==> src/sv/efc_ram.sv <==
`timescale 1ns / 1ps
// ----------------------------------------------------------------------------
// efc_ram
// Generic single write, single read RAM with registered read data.
// ----------------------------------------------------------------------------
module efc_ram #(
    parameter int WIDTH = 32,
    parameter int DEPTH = 16
) (
    input  logic                     clk,
    input  logic                     we,
    input  logic [$clog2(DEPTH)-1:0] waddr,
    input  logic [WIDTH-1:0]         wdata,
    input  logic [$clog2(DEPTH)-1:0] raddr,
    output logic [WIDTH-1:0]         rdata
);

    logic [WIDTH-1:0] mem [DEPTH];

    always_ff @(posedge clk)
    begin
        if (we)
        begin
            mem[waddr] <= wdata;
        end
        rdata <= mem[raddr];
    end

endmodule

==> config.mk <==
export PLATFORM = sky130hd
export DESIGN_NAME = efc_ram
export DESIGN_NICKNAME = d
export VERILOG_FILES = /design/src/sv/efc_ram.sv
export SDC_FILE = /design/constraint.sdc
export NUM_CORES = 1
export LEC_CHECK = 0
export BUFFER_PORTS_ARGS = -buffer_cell sky130_fd_sc_hd__buf_2
export CORE_UTILIZATION = 64
export CTS_BUF_LIST = sky130_fd_sc_hd__clkbuf_8
export DETAILED_ROUTE_END_ITERATION = 7
export PLACE_DENSITY_LB_ADDON = 0.15
export SLEW_MARGIN = 0
export SYNTH_ARGS = -nofsm -noshare
export SYNTH_HDL_FRONTEND = slang
export SYNTH_SLANG_ARGS = --single-unit
==> constraint.sdc <==
create_clock -name clk -period 10.57 [get_ports clk]
set_input_delay 0.5285 -clock clk [delete_from_list [all_inputs] [get_ports clk]]
set_output_delay 0.5285 -clock clk [all_outputs]
set_load 0.005 [all_outputs]
==> impl_metrics.env <==
export IMPL_outcome="completed"
export IMPL_vias_per_cell=6.323
export IMPL_wl_met1_microns=14710
export IMPL_ys_types=18
export IMPL_numCtsBuffers=82
export IMPL_die_h_microns=178.1
export IMPL_drive_above_1_share_pct=33.88
export IMPL_cts_max_level=3
export IMPL_critPathMaxFanout=74
export IMPL_rr_worst_depth=3
export IMPL_first_global_vias=9645
export IMPL_post_drt_wl_per_cell_microns=27.60
export IMPL_grt_overflow=0
export IMPL_synth_seq_cells=544
export IMPL_layout_common_cells="edfxtp_1, mux4_2, clkbuf_8"
export IMPL_start_kind="primary input"
export IMPL_grt_pass1_wl_microns=58460
export IMPL_cts_tree="built"
export IMPL_gp_congestion=0.7272
export IMPL_wl_met3_microns=3268
export IMPL_dpl_hpwl_microns=18630
export IMPL_hold_buffers=0
export IMPL_cp_required_ns=11.03
export IMPL_nNetsFinal=1017
export IMPL_setup_slack_ns=7.863
export IMPL_relSlewSlack_pct=28.37
export IMPL_cts_sinks=544
export IMPL_yosysSeqAreaShare_pct=80.67
export IMPL_wl_met2_microns=20960
export IMPL_drt_iter0_markers=830
export IMPL_antenna_left=0
export IMPL_crit_type="in -> reg"
export IMPL_clockBufferDepth=3
export IMPL_post_route_drc_count=0
export IMPL_worstPathCellList="clkbuf_8 -> buf_4 -> mux4_2 -> a22oi_1 -> nand2_1"
export IMPL_routed_top_layer="met5"
export IMPL_fin_crit_sh_pct=25.61
export IMPL_cts_root_buffer="clkbuf_8"
export IMPL_via_count=9112
export IMPL_tns_ns=0
export IMPL_antenna_found_initial=3
export IMPL_synth_warnings=0
export IMPL_drt_total_wl_microns=39770
export IMPL_end_kind="flip-flop"
export IMPL_cellLeakagePower_nw=7.344
export IMPL_coreArea_sq_um=30590
export IMPL_maxCapViolations=0
export IMPL_reg2reg_from="mem[10][17]"
export IMPL_io_buffers=73
export IMPL_peakVddDrop_uv=137.3
export IMPL_rows=64
export IMPL_layout_commonest_cell="edfxtp_1"
export IMPL_place_ws_ns=7.115
export IMPL_setup_violations_final=0
export IMPL_worst_slew_pin_slew_ns=1.074
export IMPL_synth_nets=880
export IMPL_die_w_microns=178.1
export IMPL_r2r_end="rdata[17]"
export IMPL_drv_slew=0
export IMPL_clkLatencyLatePin_ns=0.59
export IMPL_area_growth_pct=12.48
export IMPL_syn_area_per_cell_sq_um=23.69
export IMPL_timing_fmax_mhz=369.5
export IMPL_initial_core_util_pct=64.91
export IMPL_rsz0062_at_grt="no"
export IMPL_cp_slowest_cell="buf_4"
export IMPL_cts_repair_resized=0
export IMPL_finalHoldViolations=0
export IMPL_cp_top_family="buffers and inverters"
export IMPL_rrSetupSlack_ns=9.21
export IMPL_cp_startpoint="raddr[0]"
export IMPL_clk_pin_slew_ns=0.07
export IMPL_finalCriticalPeriod_ns=2.707
export IMPL_io_pins=74
export IMPL_syn_area_sq_um=19850
export IMPL_diodes=0
export IMPL_path_buf_inv=2
export IMPL_worstSetupEndpoint="rdata[5]"
export IMPL_arrival_ns=3.17
export IMPL_hold_class="in -> reg"
export IMPL_post_cts_repair_setup_buffers=0
export IMPL_dieArea_sq_um=31730
export IMPL_dr_pass1_iters=5
export IMPL_grt_max_degree=75
export IMPL_track_usage_pct=26.39
export IMPL_clock_skew_ns=0.01864
export IMPL_powerDensity_nw_per_um2=187.4
export IMPL_crit_cells=5
export IMPL_syn_inst=838
export IMPL_slowest_delay_ns=0.97
-- state kept, by name (all words and copies together) (netlist names) --
register,flops
rdata,32
mem,512
-- worst min-delay path by stage --
stage	cells past startpoint	startpoint	endpoint	slack [ns]
floorplan	0	wdata[0]	mem[0][0]	0.63
global placement	3	mem[15][9]	rdata[9]	0.65
detailed placement	3	mem[14][7]	rdata[7]	0.66
CTS	1	wdata[22]	mem[3][22]	0.26
global route	1	wdata[16]	mem[11][16]	0.27
finish	1	wdata[14]	mem[5][14]	0.30
-- cell type report --
type / count / area [sq um]
Multi-Input combinational cell: 251 / 3749
Tap cell: 396 / 495.5
Fill cell: 1755 / 8258
Timing Repair Buffer: 96 / 549.3
Clock inverter: 64 / 284.0
Sequential cell: 544 / 16020
Clock buffer: 90 / 1239
-- Yosys cell counts --
library cell | n | area, sq um
edfxtp_1 | 512 | 15370
mux4_2 | 128 | 2883
a22oi_1 | 64 | 480.5
nand2_1 | 33 | 123.9
dfxtp_1 | 32 | 640.6
clkbuf_1 | 17 | 63.81
nor2_1 | 13 | 48.80
buf_4 | 11 | 82.58
buf_1 | 9 | 33.78
buf_2 | 4 | 20.02
nor3_1 | 4 | 20.02
buf_6 | 2 | 22.52
nand2b_1 | 2 | 12.51
nand3b_1 | 2 | 15.01
nor2b_1 | 2 | 12.51
and2_1 | 1 | 6.260
nand3_1 | 1 | 5.000
or3b_2 | 1 | 8.760
-- kinds of logic after synthesis --
group	synth area share [%]
flip-flops	80.67
multiplexers	14.52
AO/OA/AOI/OAI	2.420
AND/OR/NAND/NOR	1.273
buffers and inverters	1.122
-- through the flow --
| stage | cells | instance area, sq um | power, mW | hold WS (ns) | util, % |
|---|---|---|---|---|---|
| CTS | 1441 | 22330 | 4.219 | 0.2626 | 73.00 |
| finish | 1441 | 22330 | 4.184 | 0.2983 | 73.00 |
| global route | 1441 | 22330 | 4.330 | 0.2721 | 73.00 |
| detailed placement | 1287 | 20810 | 2.674 | 0.6587 | 68.03 |
| global placement | 1287 | 20810 | 2.661 | 0.6516 | 68.03 |
| floorplan | 838 | 19850 | 2.585 | 0.6274 | - |
-- power breakdown --
group / internal, mW / switching [mW]
clock network: 0.791 / 0.768
logic: 0.0843 / 0.116
registers: 2.41 / 0.0141
total: 3.29 / 0.898
-- per-layer routing --
metal	vias to the layer above	global-route usage [%]
met5	-	0
li1	3867	-
met1	4771	34.60
met3	64	4.838
met4	6	9.900
met2	404	44.65
Power figures use the tool's default switching activity.
