--- config.mk ---
export PLATFORM = sky130hd
export DESIGN_NAME = efc_div
export DESIGN_NICKNAME = d
export VERILOG_FILES = /design/src/sv/efc_pkg.sv /design/src/sv/efc_div.sv
export SDC_FILE = /design/constraint.sdc
export NUM_CORES = 1
export LEC_CHECK = 0
export BUFFER_PORTS_ARGS = -buffer_cell sky130_fd_sc_hd__buf_2
export CAP_MARGIN = 10
export CELL_PAD_IN_SITES_DETAIL_PLACEMENT = 1
export CELL_PAD_IN_SITES_GLOBAL_PLACEMENT = 2
export CORE_ASPECT_RATIO = 0.8
export CORE_MARGIN = 8
export CORE_UTILIZATION = 37
export CTS_BUF_LIST = sky130_fd_sc_hd__clkbuf_4
export DETAILED_ROUTE_END_ITERATION = 6
export GPL_TIMING_DRIVEN = 0
export PLACE_DENSITY = 0.86
export SKIP_LAST_GASP = 1
export SLEW_MARGIN = 20
export SYNTH_ARGS = -nofsm -noshare
export SYNTH_HDL_FRONTEND = slang
export SYNTH_SLANG_ARGS = --single-unit
--- constraint.sdc ---
create_clock -name clk -period 3.48 [get_ports clk]
set_input_delay 0.696 -clock clk [delete_from_list [all_inputs] [get_ports clk]]
set_output_delay 0.696 -clock clk [all_outputs]
set_load 0.01 [all_outputs]
--- src/sv/efc_pkg.sv ---
`timescale 1ns / 1ps
// ----------------------------------------------------------------------------
// efc_pkg
// Shared types and constants of the evidence fusion classifier.
// ----------------------------------------------------------------------------
package efc_pkg;

    localparam logic [1:0]  CMD_ACC      = 2'd0;
    localparam logic [1:0]  CMD_LABEL    = 2'd1;
    localparam logic [1:0]  CMD_MASS     = 2'd2;

    localparam logic [1:0]  REG_SENSORS  = 2'd0;
    localparam logic [1:0]  REG_CLASSES  = 2'd1;
    localparam logic [1:0]  REG_HISTORY  = 2'd2;

    localparam logic [15:0] ONE_Q15      = 16'h8000;
    localparam logic [47:0] ONE_Q24      = 48'h100_0000;
    localparam logic [63:0] ROUND_Q24    = 64'h80_0000;
    localparam logic [15:0] TRUST_HIGH   = 16'd31130;
    localparam logic [4:0]  LABEL_NONE   = 5'd31;
    localparam logic [31:0] RECIP5       = 32'd52429;

    typedef struct packed {
        logic busy;
        logic done;
    } div_stat_t;

endpackage

--- src/sv/efc_div.sv ---
`timescale 1ns / 1ps
// ----------------------------------------------------------------------------
// efc_div
// Restoring divider, one quotient bit per cycle.
// ----------------------------------------------------------------------------
module efc_div
    import efc_pkg::*;
#(
    parameter int NW = 64,
    parameter int DW = 48
) (
    input  logic          clk,
    input  logic          rst_n,
    input  logic          start,
    input  logic [NW-1:0] num,
    input  logic [DW-1:0] den,
    output div_stat_t     stat,
    output logic [NW-1:0] quo
);

    localparam int CW = $clog2(NW + 1);

    logic          busy_reg, busy_next;
    logic          done_reg, done_next;
    logic [CW-1:0] cnt_reg, cnt_next;
    logic [DW-1:0] rem_reg, rem_next;
    logic [NW-1:0] quo_reg, quo_next;
    logic [DW-1:0] den_reg, den_next;
    logic [DW:0]   trial;

    always_comb
    begin
        busy_next = busy_reg;
        done_next = 1'b0;
        cnt_next  = cnt_reg;
        rem_next  = rem_reg;
        quo_next  = quo_reg;
        den_next  = den_reg;
        trial     = {rem_reg, quo_reg[NW-1]};
        if (start)
        begin
            busy_next = 1'b1;
            cnt_next  = CW'(NW);
            rem_next  = '0;
            quo_next  = num;
            den_next  = den;
        end
        else if (busy_reg)
        begin
            if (trial >= {1'b0, den_reg})
            begin
                rem_next = DW'(trial - {1'b0, den_reg});
                quo_next = {quo_reg[NW-2:0], 1'b1};
            end
            else
            begin
                rem_next = trial[DW-1:0];
                quo_next = {quo_reg[NW-2:0], 1'b0};
            end
            cnt_next = cnt_reg - CW'(1);
            if (cnt_reg == CW'(1))
            begin
                busy_next = 1'b0;
                done_next = 1'b1;
            end
        end
    end

    always_ff @(posedge clk or negedge rst_n)
    begin
        if (!rst_n)
        begin
            busy_reg <= 1'b0;
            done_reg <= 1'b0;
            cnt_reg  <= '0;
        end
        else
        begin
            busy_reg <= busy_next;
            done_reg <= done_next;
            cnt_reg  <= cnt_next;
        end
    end

    always_ff @(posedge clk)
    begin
        rem_reg <= rem_next;
        quo_reg <= quo_next;
        den_reg <= den_next;
    end

    assign stat.busy = busy_reg;
    assign stat.done = done_reg;
    assign quo       = quo_reg;

endmodule

==> run_summary.xml <==
<?xml version="1.0" encoding="UTF-8"?>
<metrics>
  <group name="outcome">
    <metric name="status" unit="">complete, no violations</metric>
  </group>
  <group name="cells_and_area">
    <metric name="multi_input_area" unit="sq um">5040</metric>
    <metric name="layout_commonest_cell" unit="">sky130_fd_sc_hd__buf_2</metric>
    <metric name="post-route-cell-area" unit="sq um">12000</metric>
    <metric name="layout.filler_cells" unit="">3100</metric>
    <metric name="share_of_cells_above_drive_strength_1" unit="">0.300</metric>
    <metric name="layout_common_cells" unit="">184 x sky130_fd_sc_hd__buf_2, 121 x sky130_fd_sc_hd__nand2_1, 112 x sky130_fd_sc_hd__edfxtp_1</metric>
    <metric name="largest_reg_flops" unit="">64</metric>
    <metric name="finalNetCount" unit="">1371</metric>
    <metric name="area_added_between_synthesis_and_finish" unit="%">19.8</metric>
    <metric name="layout.area.seq" unit="sq um">4550</metric>
  </group>
  <group name="drt">
    <metric name="drt_pre_antenna_iters" unit="">7</metric>
    <metric name="antenna_violating_nets_left" unit="">0</metric>
    <metric name="vias_per_cell" unit="">5.33</metric>
    <metric name="vias" unit="">8411</metric>
    <metric name="wirelength" unit="microns">32100</metric>
    <metric name="detail_route.iter0.violations" unit="">519</metric>
    <metric name="avgRoutedWirePerCell" unit="microns">20.4</metric>
    <metric name="drc" unit="">0</metric>
  </group>
  <group name="power_and_ir_drop">
    <metric name="cellLeakagePower" unit="nW">5.04</metric>
    <metric name="power.density" unit="nW/um^2">686</metric>
    <metric name="vdd.ir_drop.worst" unit="uV">242</metric>
    <metric name="power" unit="W">0.00821</metric>
  </group>
  <group name="worst_setup_path">
    <metric name="critical_path_peak_fanout" unit="">10</metric>
    <metric name="category_of_the_most_critical_setup_path" unit="">reg -&gt; reg</metric>
    <metric name="worst_setup_path_start_kind" unit="">flip-flop</metric>
    <metric name="setup.worst_path.end_class" unit="">flip-flop</metric>
    <metric name="worst_ep_arrival_time" unit="ps">3910</metric>
    <metric name="crit_required" unit="ps">3990</metric>
  </group>
  <group name="sta">
    <metric name="max_clock_freq" unit="GHz">0.294</metric>
    <metric name="timing_max_transition_violations_final" unit="">0</metric>
    <metric name="timing.slew.headroom" unit="">0.437</metric>
    <metric name="skew" unit="ps">41.2</metric>
    <metric name="final.setup.tns" unit="ps">0</metric>
    <metric name="count_of_final_setup_violators" unit="">0</metric>
    <metric name="fin_crit" unit="ps">3400</metric>
    <metric name="period_share" unit="">0.978</metric>
    <metric name="tightest_slew" unit="ps">838</metric>
    <metric name="holdWs" unit="ps">226</metric>
    <metric name="finalHoldViolations" unit="">0</metric>
  </group>
  <group name="logic_synthesis">
    <metric name="synth_edf_count" unit="">112</metric>
    <metric name="yosysTopAreaCell" unit="">sky130_fd_sc_hd__edfxtp_1</metric>
    <metric name="synth_area_per_cell" unit="sq um">10.0</metric>
    <metric name="simple_gate_area_share_of_the_yosys_netlist" unit="">0.138</metric>
    <metric name="synthesized_cell_area" unit="sq um">9990</metric>
    <metric name="mux_contribution_to_synthesized_area" unit="">0.0744</metric>
    <metric name="synth_adder_area_share" unit="">0.0646</metric>
    <metric name="synth_top_family_by_area" unit="">compound AO/OA/AOI/OAI gates</metric>
    <metric name="ys.warnings.count" unit="">0</metric>
    <metric name="post_synth_num_cell_types" unit="">68</metric>
    <metric name="fraction_of_the_yosys_area_taken_by_sequential_cells" unit="">0.456</metric>
    <metric name="synth-compound-area-share" unit="">0.180</metric>
    <metric name="post_synth_xor_area_fraction" unit="">0.0333</metric>
    <metric name="synth_top_cells_by_area" unit="">sky130_fd_sc_hd__edfxtp_1 34%, sky130_fd_sc_hd__dfxtp_1 9.6%, sky130_fd_sc_hd__mux2_2 7.4%</metric>
    <metric name="postSynth.topFlopCell" unit="">sky130_fd_sc_hd__edfxtp_1</metric>
    <metric name="ys_ff_latch" unit="">169</metric>
    <metric name="synth_fp_nets" unit="">1163</metric>
    <metric name="synth_top_cell_area_share" unit="">0.337</metric>
    <metric name="synth_async_sr_flop_share" unit="">0.0533</metric>
    <metric name="syn_inst" unit="">997</metric>
  </group>
  <group name="grt">
    <metric name="antenna_found_initial" unit="">2</metric>
    <metric name="grt_start_max_net_pins" unit="">38</metric>
    <metric name="first_global_vias" unit="">8841</metric>
    <metric name="overflow_left_after_global_routing" unit="">0</metric>
    <metric name="grt.total_usage" unit="">0.197</metric>
    <metric name="grt_first_pass_wirelength" unit="microns">50200</metric>
  </group>
  <group name="floorplanning">
    <metric name="core_area" unit="sq um">26400</metric>
    <metric name="die_height" unit="microns">163</metric>
    <metric name="fp.dieArea" unit="sq um">32500</metric>
    <metric name="placement_rows" unit="">53</metric>
    <metric name="start_util" unit="">0.378</metric>
    <metric name="io-pin-count" unit="">181</metric>
    <metric name="die_w" unit="microns">200</metric>
  </group>
  <group name="clock_tree">
    <metric name="clock_path_buffers" unit="">2</metric>
    <metric name="numClockSinks" unit="">169</metric>
    <metric name="cts_max_level" unit="">4</metric>
    <metric name="cts_tree" unit="">yes</metric>
    <metric name="worstSkewPairLatency" unit="ps">620</metric>
    <metric name="cts_inserted_buffers" unit="">17</metric>
    <metric name="ctsRootBufferMaster" unit="">sky130_fd_sc_hd__clkbuf_4</metric>
    <metric name="cts.clk_slew.worst_paths" unit="ps">200</metric>
  </group>
  <group name="place">
    <metric name="postPlaceCellArea" unit="sq um">11400</metric>
    <metric name="gp_routability_congestion" unit="">0.858</metric>
    <metric name="detailedPlacementHpwl" unit="microns">24900</metric>
    <metric name="io_buffer_count" unit="">180</metric>
  </group>
  <group name="job">
    <metric name="max-cap-violations" unit="">0</metric>
  </group>
  <group name="worst_hold_path">
    <metric name="hold_path_class" unit="">in -&gt; reg</metric>
  </group>
</metrics>
==> per-layer routing <==
metal	global-route usage	routed length [microns]	up-vias
met5	0	0	-
met1	0.280	15600	4156
met4	0.0454	421	0
li1	-	-	4069
met3	0.0399	1470	27
met2	0.303	14600	159
==> report_power, final <==
part / switching [W] / total, W / internal, W
Clock: 0.000877 / 0.00121 / 0.000337
Combinational: 0.00244 / 0.00411 / 0.00168
Sequential: 0.000308 / 0.00288 / 0.00258
==> cells in the mapped netlist (all sizes together), types with 20 or more instances <==
library cell  instances
inv                  63
dfxtp                48
xnor2                20
edfxtp              112
ha                   50
a311oi               41
clkbuf               37
buf                  22
nor2                 74
nand2               129
mux2                 66
a21oi                73
o21ai                40
a21o                 27
==> metrics by stage <==
stage                      util  worst slack (ps)  std cells
final                     0.453              76.2       1577
after global routing      0.453             -76.4       1577
after CTS                 0.444              3.52       1571
after detailed placement  0.431              -380       1536
after global placement    0.429             -1330       1534
after floorplan               -               508        997
==> layout make-up <==
type	instances	share of cell area
flip-flops and latches	169	0.380
clock inverters	15	0.0149
plain buffers	56	0.0289
repair buffers	192	0.0869
well taps	357	0.0373
multi-input cells	706	0.421
diodes	2	0.000418
clock buffers	17	0.0107
inverters	63	0.0198
==> worst max-delay path, stage by stage (launching register included) <==
cell	delay, ps
sky130_fd_sc_hd__edfxtp_1	350
sky130_fd_sc_hd__inv_1	40
sky130_fd_sc_hd__ha_1	290
sky130_fd_sc_hd__buf_6	140
sky130_fd_sc_hd__nand4_1	290
sky130_fd_sc_hd__or4_1	620
sky130_fd_sc_hd__nor3_2	260
sky130_fd_sc_hd__a311oi_2	150
sky130_fd_sc_hd__a21oi_2	190
sky130_fd_sc_hd__a21o_4	150
sky130_fd_sc_hd__or2_4	170
sky130_fd_sc_hd__buf_12	150
sky130_fd_sc_hd__buf_12	140
sky130_fd_sc_hd__nand2_1	90
sky130_fd_sc_hd__a311oi_2	260
==> repair_timing <==
item,in CTS,in global routing
cloned,0,1
hold buffers,1,0
resized for setup,5,51
setup buffers,2,6
endpoints found under the hold margin,9,0
setup endpoints to repair,48,49
pin swaps,1,13
==> cells by family after synthesis <==
logic type / count (synthesis)
compound gates: 251
xor+xnor: 38
fa+ha+maj: 51
buf+inv: 122
flops: 169
mux: 66
simple gates: 300
==> path summary, 6_finish.rpt <==
check / from / to / slack (ps) / cells past startpoint
worst max-delay path: den_reg[10] / rem_reg[29] / 80 / 14
min in group asynchronous: rst_n / cnt_reg[4] / 430 / 2
max in group asynchronous: rst_n / cnt_reg[1] / 2850 / 2
worst min register to register: rem_reg[24] / rem_reg[25] / 510 / 2
worst max register to register: den_reg[10] / rem_reg[29] / 80 / 14
worst min-delay path: den[24] / den_reg[24] / 230 / 1
(Power assumes the default switching activity.)
